`src/rtl/core/cbc_pkg.sv`:
```
// Types and constants shared by the cartridge bank controller.
package cbc_pkg;

    localparam logic [1:0] MBC_ROM_ONLY = 2'd0;
    localparam logic [1:0] MBC_1        = 2'd1;
    localparam logic [1:0] MBC_2        = 2'd2;

    localparam logic KIND_READ  = 1'b0;
    localparam logic KIND_WRITE = 1'b1;

    localparam logic [1:0] TGT_NONE   = 2'd0;
    localparam logic [1:0] TGT_ROM_RD = 2'd1;
    localparam logic [1:0] TGT_RAM_RD = 2'd2;
    localparam logic [1:0] TGT_RAM_WR = 2'd3;

    localparam logic [1:0] RGN_RAM_EN   = 2'd0;
    localparam logic [1:0] RGN_ROM_BANK = 2'd1;
    localparam logic [1:0] RGN_HI_BANK  = 2'd2;
    localparam logic [1:0] RGN_MODE     = 2'd3;

    localparam logic [3:0] RAM_EN_KEY   = 4'hA;
    localparam logic [2:0] RAM_WINDOW   = 3'b101;

    localparam int ROM_OFS_BITS = 14;
    localparam int RAM_OFS_BITS = 13;

    typedef struct packed {
        logic        kind;
        logic [15:0] address;
        logic [7:0]  data;
    } cbc_req_t;

    typedef struct packed {
        logic [1:0]  target;
        logic [20:0] cart_address;
        logic [7:0]  write_data;
        logic [6:0]  rom_bank_now;
        logic [1:0]  ram_bank_now;
    } cbc_rsp_t;

endpackage

```
`src/rtl/core/cartridge_bank_controller_top.sv`:
```
// Cartridge bank controller: bus access decode, bank registers and result register.

// One bus access beat in, one result beat out, one beat per cycle sustained while rsp_ready is
// high. The result is registered, so it appears the cycle after the access is taken; the next
// access is taken in that same cycle unless the held result is stalled. Bank registers change
// as the access is taken, and rom_bank_now / ram_bank_now report them after the access. The
// user writes mbc_type through the cfg channel while no access is in flight; the block does not check.
module cartridge_bank_controller_top
    import cbc_pkg::*;
(
    input  logic     clk,
    input  logic     rst_n,
    input  logic     cfg_valid,
    output logic     cfg_ready,
    input  logic [1:0] cfg_data,
    input  logic     req_valid,
    output logic     req_ready,
    input  cbc_req_t req,
    output logic     rsp_valid,
    input  logic     rsp_ready,
    output cbc_rsp_t rsp
);

    logic [1:0] mbc_type_reg;
    logic [6:0] rom_bank_reg, rom_bank_next;
    logic [1:0] ram_bank_reg, ram_bank_next;
    logic       ram_en_reg, ram_en_next;
    logic       rom_mode_reg, rom_mode_next;
    logic       rsp_valid_reg;
    cbc_rsp_t   rsp_reg, rsp_next;
    logic       req_fire;
    logic [6:0] bank_cand;
    logic       bank_load;
    logic [20:0] ram_addr;

    assign cfg_ready = 1'b1;
    assign req_ready = !rsp_valid_reg || rsp_ready;
    assign req_fire  = req_valid && req_ready;
    assign rsp_valid = rsp_valid_reg;
    assign rsp       = rsp_reg;

    always_comb
    begin
        rom_bank_next = rom_bank_reg;
        ram_bank_next = ram_bank_reg;
        ram_en_next   = ram_en_reg;
        rom_mode_next = rom_mode_reg;
        bank_cand     = rom_bank_reg;
        bank_load     = 1'b0;
        rsp_next      = '0;

        if (mbc_type_reg == MBC_ROM_ONLY)
        begin
            ram_addr = {8'd0, req.address[RAM_OFS_BITS-1:0]};
        end
        else
        begin
            ram_addr = {6'd0, ram_bank_reg, req.address[RAM_OFS_BITS-1:0]};
        end

        if (!req.address[15])
        begin
            if (req.kind == KIND_WRITE)
            begin
                unique case (mbc_type_reg)
                    MBC_1:
                    begin
                        unique case (req.address[14:13])
                            RGN_RAM_EN:
                                ram_en_next = (req.data[3:0] == RAM_EN_KEY);
                            RGN_ROM_BANK:
                            begin
                                bank_cand = {rom_bank_reg[6:5], req.data[4:0]};
                                bank_load = 1'b1;
                            end
                            RGN_HI_BANK:
                            begin
                                if (rom_mode_reg)
                                begin
                                    bank_cand = {req.data[1:0], rom_bank_reg[4:0]};
                                    bank_load = 1'b1;
                                end
                                else
                                begin
                                    ram_bank_next = req.data[1:0];
                                end
                            end
                            default:
                            begin
                                rom_mode_next = !req.data[0];
                                if (!req.data[0])
                                begin
                                    ram_bank_next = 2'd0;
                                end
                            end
                        endcase
                    end
                    MBC_2:
                    begin
                        if (req.address[14:13] == RGN_RAM_EN && !req.address[4])
                        begin
                            ram_en_next = (req.data[3:0] == RAM_EN_KEY);
                        end
                        else if (req.address[14:13] == RGN_ROM_BANK)
                        begin
                            bank_cand = {3'd0, req.data[3:0]};
                            bank_load = 1'b1;
                        end
                    end
                    default:
                    begin
                    end
                endcase
                if (bank_load)
                begin
                    rom_bank_next = (bank_cand == 7'd0) ? 7'd1 : bank_cand;
                end
            end
            else
            begin
                rsp_next.target = TGT_ROM_RD;
                if (mbc_type_reg == MBC_ROM_ONLY || !req.address[14])
                begin
                    rsp_next.cart_address = {5'd0, req.address};
                end
                else
                begin
                    rsp_next.cart_address = {rom_bank_reg, req.address[ROM_OFS_BITS-1:0]};
                end
            end
        end
        else if (req.address[15:13] == RAM_WINDOW)
        begin
            if (req.kind == KIND_WRITE)
            begin
                if (mbc_type_reg == MBC_ROM_ONLY || ram_en_reg)
                begin
                    rsp_next.target       = TGT_RAM_WR;
                    rsp_next.cart_address = ram_addr;
                    rsp_next.write_data   = req.data;
                end
            end
            else
            begin
                rsp_next.target       = TGT_RAM_RD;
                rsp_next.cart_address = ram_addr;
            end
        end

        rsp_next.rom_bank_now = rom_bank_next;
        rsp_next.ram_bank_now = ram_bank_next;
    end

    always_ff @(posedge clk or negedge rst_n)
    begin
        if (!rst_n)
        begin
            mbc_type_reg  <= MBC_ROM_ONLY;
            rom_bank_reg  <= 7'd1;
            ram_bank_reg  <= 2'd0;
            ram_en_reg    <= 1'b0;
            rom_mode_reg  <= 1'b1;
            rsp_valid_reg <= 1'b0;
        end
        else
        begin
            if (cfg_valid && cfg_ready)
            begin
                mbc_type_reg <= cfg_data;
            end
            if (req_fire)
            begin
                rom_bank_reg  <= rom_bank_next;
                ram_bank_reg  <= ram_bank_next;
                ram_en_reg    <= ram_en_next;
                rom_mode_reg  <= rom_mode_next;
                rsp_valid_reg <= 1'b1;
            end
            else if (rsp_ready)
            begin
                rsp_valid_reg <= 1'b0;
            end
        end
    end

    always_ff @(posedge clk)
    begin
        if (req_fire)
        begin
            rsp_reg <= rsp_next;
        end
    end

`ifndef NO_ASSERTIONS
    a_bank_nonzero: assert property (@(posedge clk) disable iff (!rst_n)
        rom_bank_reg != 7'd0)
        else $error("rom bank register holds zero");

    a_none_clean: assert property (@(posedge clk) disable iff (!rst_n)
        rsp_valid && rsp.target == TGT_NONE |-> rsp.cart_address == 21'd0)
        else $error("address on a beat with no cartridge access");

    a_wdata_clean: assert property (@(posedge clk) disable iff (!rst_n)
        rsp_valid && rsp.target != TGT_RAM_WR |-> rsp.write_data == 8'd0)
        else $error("write data on a beat that is not a RAM write");

    a_now_tracks: assert property (@(posedge clk) disable iff (!rst_n)
        req_fire |=> rsp.rom_bank_now == rom_bank_reg && rsp.ram_bank_now == ram_bank_reg)
        else $error("reported banks differ from bank registers");
`endif

endmodule

```
`config.mk`:
```
export PLATFORM = sky130hd
export DESIGN_NAME = cartridge_bank_controller_top
export DESIGN_NICKNAME = d
export VERILOG_FILES = /design/src/rtl/core/cbc_pkg.sv /design/src/rtl/core/cartridge_bank_controller_top.sv
export SDC_FILE = /design/constraint.sdc
export NUM_CORES = 1
export LEC_CHECK = 0
export BUFFER_PORTS_ARGS = -buffer_cell sky130_fd_sc_hd__buf_2
export CAP_MARGIN = 10
export CORE_ASPECT_RATIO = 0.6
export CORE_MARGIN = 3
export CORE_UTILIZATION = 50
export DETAILED_ROUTE_END_ITERATION = 7
export PLACE_DENSITY_LB_ADDON = 0.2
export SYNTH_ARGS = -nofsm -noshare
export SYNTH_HDL_FRONTEND = slang
export SYNTH_SLANG_ARGS = --single-unit
```
`constraint.sdc`:
```
create_clock -name clk -period 2.5 [get_ports clk]
set_clock_uncertainty 0.1 [all_clocks]
set_input_delay 0.125 -clock clk [delete_from_list [all_inputs] [get_ports clk]]
set_output_delay 0.125 -clock clk [all_outputs]
set_load 0.01 [all_outputs]
```
==> metrics.cfg, run 1 <==
[run_status]
status=finished, final reports clean

[cells_and_area]
largest_reg_flops=40
syn2layout_area_growth_pct=30.7
antenna_cells=0
nets=373
fin_cells=398
finish.instance_area_sq_um=3520
drive_gt1_frac=0.310

[place]
dp_hpwl_mm=4.57
portBuffers=73
place.gp.congestion=0.943
placedCellCount=366
dpl-instance-area_sq_um=3150

[detailed_routing]
post_drt_wl_per_cell_microns=16.0
dr_total_vias=2148
detail-route-antenna-nets=0
vias_per_cell=5.40
drt-initial-drc-count=150
firstDrtPassIters=5
drc=0
routed_wl_mm=6.36

[sta]
slew_headroom=0.321
hold_viol=0
period_share=0.934
drv_slew=0
fin_setup_tns_ns=0
max_freq_mhz=428
setup_violations=0
rsz0062_at_grt=no
worst_pin_slew_ns=1.01
fin_crit_ns=2.34

[worst_hold_path]
hp-class=in2reg

[setup_path]
critPathCaptureType=flop
crit_path_max_incr_delay_ns=0.55
crit_fanout=4
slowest_stage=or4b_1
cp_cell_sequence=inv_1 -> ha_1 -> inv_1 -> or4b_1 -> o211ai_2 -> nor2_1 -> nand4_1 -> a31oi_1
crit_top_cell=inv_1
cp.required_ns=2.46
critPathArrivalTime_ns=2.30
start_kind=flop
crit_type=reg2reg

[global_routing]
grt_max_degree=45
grt_pass1_vias=2079
grt_overflow=0
antenna_found_initial=0
grt_use_total=0.212
grt_pass1_wl_mm=10.5

[floorplanning]
coreArea_sq_um=5130
die_w_microns=101
placementRows=20
ios=75
start_util=0.526
dieHeight_microns=62.9
dieArea_sq_um=6340

[synth]
synth_seq_area_share=0.576
synth-seq-cells=54
synth_warnings=0
synth.distinct_cells=42
synth_flop_cell=edfxtp_1
synth_area_per_cell_sq_um=11.8
synth_nets=271
async_reset_ff_frac=0.259
synthCells=229
synth_edf_count=40
synth_area_sq_um=2700

[clocking]
worstSkewPairLatency_ns=0.31
clkTransAtPathRegs_ns=0.10
htree_num_levels=2
post_cts_buffers=0
cts_sinks=54
cts_max_path_buffers=2
root_buffer=clkbuf_8
cts_buffers=5
cts_tree=done

[power]
vdd_drop_max_v=0.000281
leakage_nw=1.52
power_density_nw_per_um2=583

[run]
cap_violations=0

[routing by layer]
layer,track usage,vias up,wire [microns]
met1,0.316,1025,3030
met3,0.0457,9,475
met5,0,-,0
met4,0.0555,0,71
li1,-,1022,-
met2,0.311,92,2780
[worst max-delay path, delay by kind of cell (launching register included)]
kind | cells | cell delay, ns
buf+inv | 2 | 0.27
fa+ha+maj | 1 | 0.31
compound gates | 2 | 0.22
flops | 1 | 0.40
simple gates | 3 | 0.79
[power by group]
group	total, mW	leakage (nW)	switching (mW)	internal (mW)
Combinational	0.374	0.895	0.212	0.162
Clock	0.609	0.0563	0.304	0.305
Sequential	1.07	0.571	0.0310	1.04
[cell families (layout without fill, tap and decap cells)]
logic type                 Yosys count  in the layout  share of synthesized area
and+or+nand+nor                     98             98                      0.197
buffers and inverters               14            117                     0.0223
DFF                                 54             54                      0.576
AOI/OAI and AO/OA                   42             42                      0.113
muxes                               10             10                     0.0441
other                                1              1                    0.00139
adders and majority gates           10             10                     0.0464
[stage by stage]
stage / total power, mW / setup slack (ns) / util / hold slack [ns]
after global placement: 1.41 / 0.249 / 0.615 / -0.0433
after detailed placement: 1.42 / 0.164 / 0.615 / -0.0457
final: 2.05 / 0.164 / 0.687 / 0.0108
after global routing: 2.15 / 0.0578 / 0.687 / 0.00139
after floorplan: 1.29 / 0.277 / - / -0.271
after CTS: 2.05 / 0.155 / 0.682 / 0.00693
[area by class of cell]
type | count | area, sq um
Clock buffer | 5 | 68.8
Clock inverter | 3 | 48.8
Fill cell | 393 | 1610
Inverter | 9 | 33.8
Multi-Input combinational cell | 161 | 1090
Sequential cell | 54 | 1550
Tap cell | 66 | 82.6
Timing Repair Buffer | 100 | 641
[final timing paths]
| kind | start | to | slack (ns) | cells past startpoint |
|---|---|---|---|---|
| min in group asynchronous | rst_n | rom_bank_reg[2]$_DFFE_PN0P_ | 0.13 | 2 |
| hold reg to reg | ram_en_reg$_DFFE_PN0P_ | ram_en_reg$_DFFE_PN0P_ | 0.43 | 1 |
| max in group asynchronous | rst_n | rom_bank_reg[0]$_DFFE_PN1P_ | 1.86 | 2 |
| hold / removal | req[13] | rsp[22]$_DFFE_PP_ | 0.01 | 2 |
| setup / recovery | mbc_type_reg[0]$_DFFE_PN0P_ | rsp[2]$_DFFE_PP_ | 0.16 | 8 |
| setup reg to reg | mbc_type_reg[0]$_DFFE_PN0P_ | rsp[2]$_DFFE_PP_ | 0.16 | 8 |
[repair_timing]
item / 4_1_cts / 5_1_grt
hold endpoints to repair: 31 / 1
hold buffers: 23 / 1
resized for setup: 0 / 2
setup endpoints to repair: 0 / 1
[cells in the final DEF, fill, tap and decap left out, drive strengths merged, types with 2 or more instances in the layout]
cell type,synthesis,final
a21oi,4,4
a22o,3,3
a31oi,3,3
a32oi,4,4
and2,26,26
and3,2,2
buf,4,76
clkbuf,1,5
dfrtp,12,12
dfstp,2,2
dlygate4sd3,0,24
edfxtp,40,40
ha,10,10
inv,9,10
mux2,9,9
nand2,29,29
nand2b,7,7
nand3,7,7
nor2,14,14
nor2b,5,5
nor3,4,4
o211ai,5,5
o21ai,15,15
[Yosys cell counts (2+ instances only)]
library cell | instances | area (sq um)
edfxtp_1 | 40 | 1200
nand2b_1 | 7 | 43.8
nand3_1 | 7 | 35.0
o211ai_1 | 4 | 30.0
mux2_4 | 2 | 30.0
nor2b_1 | 5 | 31.3
o21ai_0 | 15 | 75.1
buf_2 | 3 | 15.0
nor2_1 | 14 | 52.6
a22o_1 | 3 | 26.3
and2_1 | 26 | 163
a32oi_1 | 4 | 35.0
dfstp_2 | 2 | 52.6
mux2_2 | 7 | 78.8
ha_1 | 10 | 125
a21oi_1 | 4 | 20.0
a31oi_1 | 2 | 12.5
nand2_1 | 29 | 109
dfrtp_1 | 12 | 300
inv_1 | 9 | 33.8
nor3_1 | 3 | 15.0
Note: power is estimated with default switching activity, not from simulation.
==> run 2: changes to the inputs <==
SETUP_SLACK_MARGIN = 0.4   (was default)
==> run 2 against run 1 <==
Worst setup slack gained 0.20 ns. Cell count grew 0.75%. Critical path type unchanged. Count of clock-buffer cells in the layout grew 1.
==> metrics.cfg, run 2 (synthesized netlist as in run 1, its figures left out) <==
[clocking]
cts_max_path_buffers=2  ; unchanged
cts_sinks=54  ; unchanged
cts_tree=done
clkTransAtPathRegs_ns=0.10  ; about the same
htree_num_levels=2  ; unchanged
cts_buffers=5  ; unchanged
root_buffer=clkbuf_8
worstSkewPairLatency_ns=0.31  ; about the same

[cells_and_area]
layout_common_cells=buf_2, edfxtp_1, nand2_1, and2_1, dlygate4sd3_1
drive_gt1_frac=0.349  ; +0.0390
syn2layout_area_growth_pct=32.3
ff_latch_area_sq_um=1550  ; unchanged
largest_reg_flops=40  ; unchanged
multi_input_area_sq_um=1150  ; +5.3%
nets=376  ; +0.80%
antenna_cells=0  ; unchanged
utilization=0.695  ; +0.00829
n_fill_cell=378  ; -3.8%
final_common_cell=buf_2

[detailed_routing]
firstDrtPassIters=4  ; -1
drc=0  ; unchanged
detail-route-antenna-nets=0  ; unchanged
dr_total_vias=2149  ; +0.047%
routed_wl_mm=6.43  ; +1.1%
vias_per_cell=5.36  ; -0.70%
post_drt_wl_per_cell_microns=16.0  ; +0.31%
drt-initial-drc-count=147  ; -2.0%

[sta]
drv_slew=0  ; unchanged
fin_crit_ns=2.13  ; -0.203 ns
fin_setup_tns_ns=0  ; unchanged
hold_slack_ns=0.0107  ; -0.0000952 ns
rsz0062_at_grt=yes
setup_violations=0  ; unchanged
hold_viol=0  ; unchanged
max_freq_mhz=469  ; +9.5%
period_share=0.853  ; -0.0812

[global_routing]
gr-usage-met1=0.303  ; -0.0128
antenna_found_initial=0  ; unchanged
grt_max_degree=26  ; -42%
use_met2=0.296  ; -0.0156
grt.busiest_layer=met1
grt_overflow=0  ; unchanged
grt_use_total=0.204  ; -0.00780
grt_pass1_vias=2009  ; -3.4%
grt_pass1_wl_mm=10.0  ; -4.4%
use_met3=0.0513  ; +0.00557

[power]
power_frac_comb=0.204  ; +0.022
power_switching_mw=0.540  ; -1.2%
vdd_drop_max_v=0.000235  ; -16%
switching_share=0.276  ; +0.00990
p_seq_frac=0.549  ; +0.028
leakage_nw=1.54  ; +0.89%
power_density_nw_per_um2=549  ; -5.9%
p_clk_frac=0.247  ; -0.049
intPower_mw=1.42  ; -6.1%

[setup_path]
cp.required_ns=2.60  ; +0.14 ns
worstReg2RegStart=mbc_type_reg[0]$_DFFE_PN0P_
crit_type=reg2reg
crit_fanout=6  ; +2
endpoint=rom_bank_reg[3]$_DFFE_PN0P_
rr_worst_depth=8  ; unchanged
r2r_end=rom_bank_reg[3]$_DFFE_PN0P_
critPathArrivalTime_ns=2.23  ; -0.07 ns
cp-startpoint=mbc_type_reg[0]$_DFFE_PN0P_
critPathCaptureType=flop
start_kind=flop
r2r_slack_ns=0.37  ; +0.20 ns

[place]
portBuffers=73  ; unchanged
dp_hpwl_mm=4.41  ; -3.5%
place.gp.congestion=0.951  ; +0.78%

[run]
cap_violations=0  ; unchanged

[run_status]
status=finished, final reports clean

[floorplanning]
dieArea_sq_um=6340  ; unchanged
ios=75  ; unchanged
coreArea_sq_um=5130  ; unchanged
start_util=0.526  ; unchanged
die_w_microns=101  ; unchanged
placementRows=20  ; unchanged
dieHeight_microns=62.9  ; unchanged

[worst_hold_path]
holdPathStages=2  ; unchanged
hp-class=in2reg

==> run 2: cell count changes in the layout (fill, tap and decap cells not counted), sizes merged <==
cell / delta
buf: +7
clkbuf: +1
bufinv: -1
clkinv: +1
inv: -1
dlygate4sd3: -4
==> run 2: worst max-delay path, cell delays in order, from the launching register on <==
cell,delay (ns)
dfrtp_1,0.43
inv_2,0.13
ha_4,0.25
buf_4,0.15
nand2_1,0.19
o211ai_2,0.13
buf_4,0.14
mux2_4,0.25
mux2_4,0.26
==> run 2: final cells by class <==
| cell class | count | area share |
|---|---|---|
| Sequential cell | 54 | 0.436 |
| Clock inverter | 2 | 0.00386 |
| Tap cell | 66 | 0.0232 |
| Timing Repair Buffer | 103 | 0.183 |
| Clock buffer | 6 | 0.0204 |
| Inverter | 9 | 0.0105 |
| Multi-Input combinational cell | 161 | 0.323 |
==> run 2: worst min path at each step <==
stage / from / end / slack [ns]
floorplan: rst_n / mbc_type_reg[0]$_DFFE_PN0P_ / -0.27
global placement: rst_n / mbc_type_reg[0]$_DFFE_PN0P_ / -0.04
detailed placement: rst_n / mbc_type_reg[0]$_DFFE_PN0P_ / -0.05
CTS: req[8] / rsp[17]$_DFFE_PP_ / 0.0002
global route: req[9] / rsp[18]$_DFFE_PP_ / 0.0008
finish: req[8] / rsp[17]$_DFFE_PP_ / 0.01
==> run 2: repair_timing <==
item	CTS	global route
hold buffers	20	0
pin swaps	2	5
setup buffers	3	3
setup endpoints to repair	8	10
endpoints found under the hold margin	29	0
cloned	0	0
gates resized for setup	5	7
==> run 2: per-layer routing <==
metal | up-vias | share of wire
met5 | - | 0
met4 | 0 | 0.014
met3 | 11 | 0.10
met2 | 99 | 0.44
met1 | 1009 | 0.45
li1 | 1030 | -
==> run 2: power groups by stage <==
stage	Clock, mW	Combinational (mW)	Sequential, mW
2_1_floorplan	0	0.190	1.11
3_3_place_gp	0	0.343	1.09
3_5_place_dp	0	0.344	1.09
4_1_cts	0.504	0.384	1.07
5_1_grt	0.535	0.431	1.08
6_report	0.483	0.400	1.07
==> run 2: through the flow <==
stage / total power [mW] / std cells / worst slack [ns] / cell area, sq um
final: 1.96 / 401 / 0.367 / 3570
after global routing: 2.05 / 401 / 0.309 / 3570
after detailed placement: 1.43 / 367 / 0.238 / 3190
after CTS: 1.96 / 398 / 0.349 / 3510
after floorplan: 1.30 / 229 / 0.414 / 2730
after global placement: 1.43 / 367 / 0.298 / 3190
==> run 3: changes to the inputs <==
REMOVE_ABC_BUFFERS = 1   (was default)
==> run 3 against run 2 <==
Wire length up 0.90%. Sequential power hardly changed. Sequential cell count did not move. Cell count shrank 0.50%. Critical path depth is 1 lower. Sequential share of layout area rose by 0.56 points. Register-to-register slack improved by 0.06 ns. Worst hold slack worse by 0.0089 ns. Count of clock-buffer cells in the layout unchanged. Core utilization is 0.88 points lower. Worst setup slack improved by 0.058 ns.
==> metrics.cfg, run 3 (synthesized netlist as in run 1, its figures left out) <==
[setup_path]
crit_type=reg2reg
crit_fanout=8  ; +2
cp-startpoint=mbc_type_reg[1]$_DFFE_PN0P_
r2r_slack_ns=0.43  ; +0.06 ns
critPathCaptureType=flop
worstReg2RegStart=mbc_type_reg[1]$_DFFE_PN0P_
rr_worst_depth=7  ; -1
critPathArrivalTime_ns=2.18  ; -0.05 ns
r2r_end=rom_bank_reg[4]$_DFFE_PN0P_
cp.required_ns=2.61  ; about the same
start_kind=flop

[detailed_routing]
dr_total_vias=2149  ; unchanged
post_drt_wl_per_cell_microns=16.3  ; +1.4%
firstDrtPassIters=6  ; +2
vias_per_cell=5.39  ; +0.50%
drc=0  ; unchanged
detail-route-antenna-nets=0  ; unchanged
routed_wl_mm=6.49  ; +0.90%
drt-initial-drc-count=191  ; +30%

[sta]
max_freq_mhz=482  ; +2.8%
setup_ws_ns=0.425  ; +0.0579 ns
drv_slew=0  ; unchanged
setup_violations=0  ; unchanged
hold_viol=0  ; unchanged
fin_crit_ns=2.07  ; -0.0579 ns
rsz0062_at_grt=yes
fin_setup_tns_ns=0  ; unchanged
period_share=0.830  ; -0.0232

[cells_and_area]
syn2layout_area_growth_pct=30.6
final_common_cell=buf_2
nets=374  ; -0.53%
multi_input_area_sq_um=1140  ; -1.2%
n_fill_cell=385  ; +1.9%
drive_gt1_frac=0.348  ; -0.000905
largest_reg_flops=40  ; unchanged
layout_common_cells=buf_2, edfxtp_1, nand2_1, and2_1, dlygate4sd3_1
ff_latch_area_sq_um=1550  ; unchanged
antenna_cells=0  ; unchanged

[run_status]
status=finished, final reports clean

[global_routing]
grt_use_total=0.216  ; +0.0122
grt_pass1_wl_mm=10.5  ; +4.4%
grt_max_degree=28  ; +7.7%
grt_overflow=0  ; unchanged
antenna_found_initial=0  ; unchanged
grt_pass1_vias=2053  ; +2.2%

[power]
vdd_drop_max_v=0.000291  ; +24%
leakage_nw=1.52  ; -1.2%
power_density_nw_per_um2=555  ; +1.3%

[worst_hold_path]
hp-class=in2reg
min_to=rsp_valid$_DFFE_PN0P_
hold_start=rsp_ready
holdPathStages=3  ; +1

[floorplanning]
placementRows=20  ; unchanged
ios=75  ; unchanged
start_util=0.526  ; unchanged
dieArea_sq_um=6340  ; unchanged
dieHeight_microns=62.9  ; unchanged
coreArea_sq_um=5130  ; unchanged
die_w_microns=101  ; unchanged

[run]
cap_violations=0  ; unchanged

[place]
pre_cts_ws_ns=0.204  ; -0.0344 ns
place.gp.congestion=0.905  ; -4.8%
dp_hpwl_mm=4.61  ; +4.6%
portBuffers=73  ; unchanged

[clocking]
cts_sinks=54  ; unchanged
cts_tree=done
cts_buffers=5  ; unchanged
cts_max_path_buffers=2  ; unchanged
clkTransAtPathRegs_ns=0.10  ; about the same
htree_num_levels=2  ; unchanged
worstSkewPairLatency_ns=0.31  ; about the same
root_buffer=clkbuf_8

[run 3: stage by stage]
| stage | total power, mW | area [sq um] | utilization | std cells | hold slack, ns |
|---|---|---|---|---|---|
| 3_5_place_dp | 1.42 | 3160 | 0.615 | 368 | -0.0376 |
| 4_1_cts | 1.95 | 3500 | 0.682 | 398 | 0.00536 |
| 6_report | 1.96 | 3520 | 0.686 | 399 | 0.00180 |
| 2_1_floorplan | 1.28 | 2670 | - | 224 | -0.271 |
| 3_3_place_gp | 1.41 | 3160 | 0.615 | 368 | -0.0412 |
| 5_1_grt | 2.03 | 3520 | 0.686 | 399 | 0.00888 |
[run 3: final cells by class]
type	count	share of cell area
repair buffers	101	0.178
multi-input cells	161	0.323
flip-flops and latches	54	0.441
inverters	9	0.00959
clock buffers	6	0.0206
clock inverters	2	0.00391
well taps	66	0.0235
[run 3: worst max path at each step]
stage,slack [ns],to,cells past startpoint
final,0.43,rom_bank_reg[4]$_DFFE_PN0P_,7
after floorplan,0.28,ram_bank_reg[0]$_DFFE_PN0P_,4
after detailed placement,0.20,rom_bank_reg[4]$_DFFE_PN0P_,7
after global placement,0.25,rom_bank_reg[3]$_DFFE_PN0P_,7
after global routing,0.31,rsp[2]$_DFFE_PP_,8
after CTS,0.42,rsp[2]$_DFFE_PP_,8
[run 3: repair_timing]
| action | 4_1_cts | 5_1_grt |
|---|---|---|
| pin swaps | 2 | 4 |
| resized for setup | 10 | 6 |
| hold endpoints to repair | 32 | 0 |
| setup endpoints to repair | 25 | 21 |
| hold buffers | 20 | 0 |
| buffers inserted | 2 | 1 |
[run 3: power breakdown]
part | switching [mW] | leakage, nW | internal (mW) | total (mW)
combinational | 0.217 | 0.901 | 0.167 | 0.385
sequential | 0.0329 | 0.571 | 1.04 | 1.07
clock | 0.298 | 0.0456 | 0.201 | 0.498
[run 3: worst max-delay path: stages, from the launching register on]
cell and delay (ns):
dfrtp_1 0.37, inv_2 0.07, ha_4 0.33, and3_4 0.20, a31oi_4 0.05, nor3_4 0.25
mux2_4 0.34, mux2_4 0.26
[run 3: metal layers]
layer | vias up | track usage | part of all wire
met5 | - | 0 | 0
met4 | 0 | 0.0672 | 0.015
met3 | 9 | 0.0479 | 0.10
met2 | 120 | 0.316 | 0.43
met1 | 991 | 0.319 | 0.45
li1 | 1029 | - | -
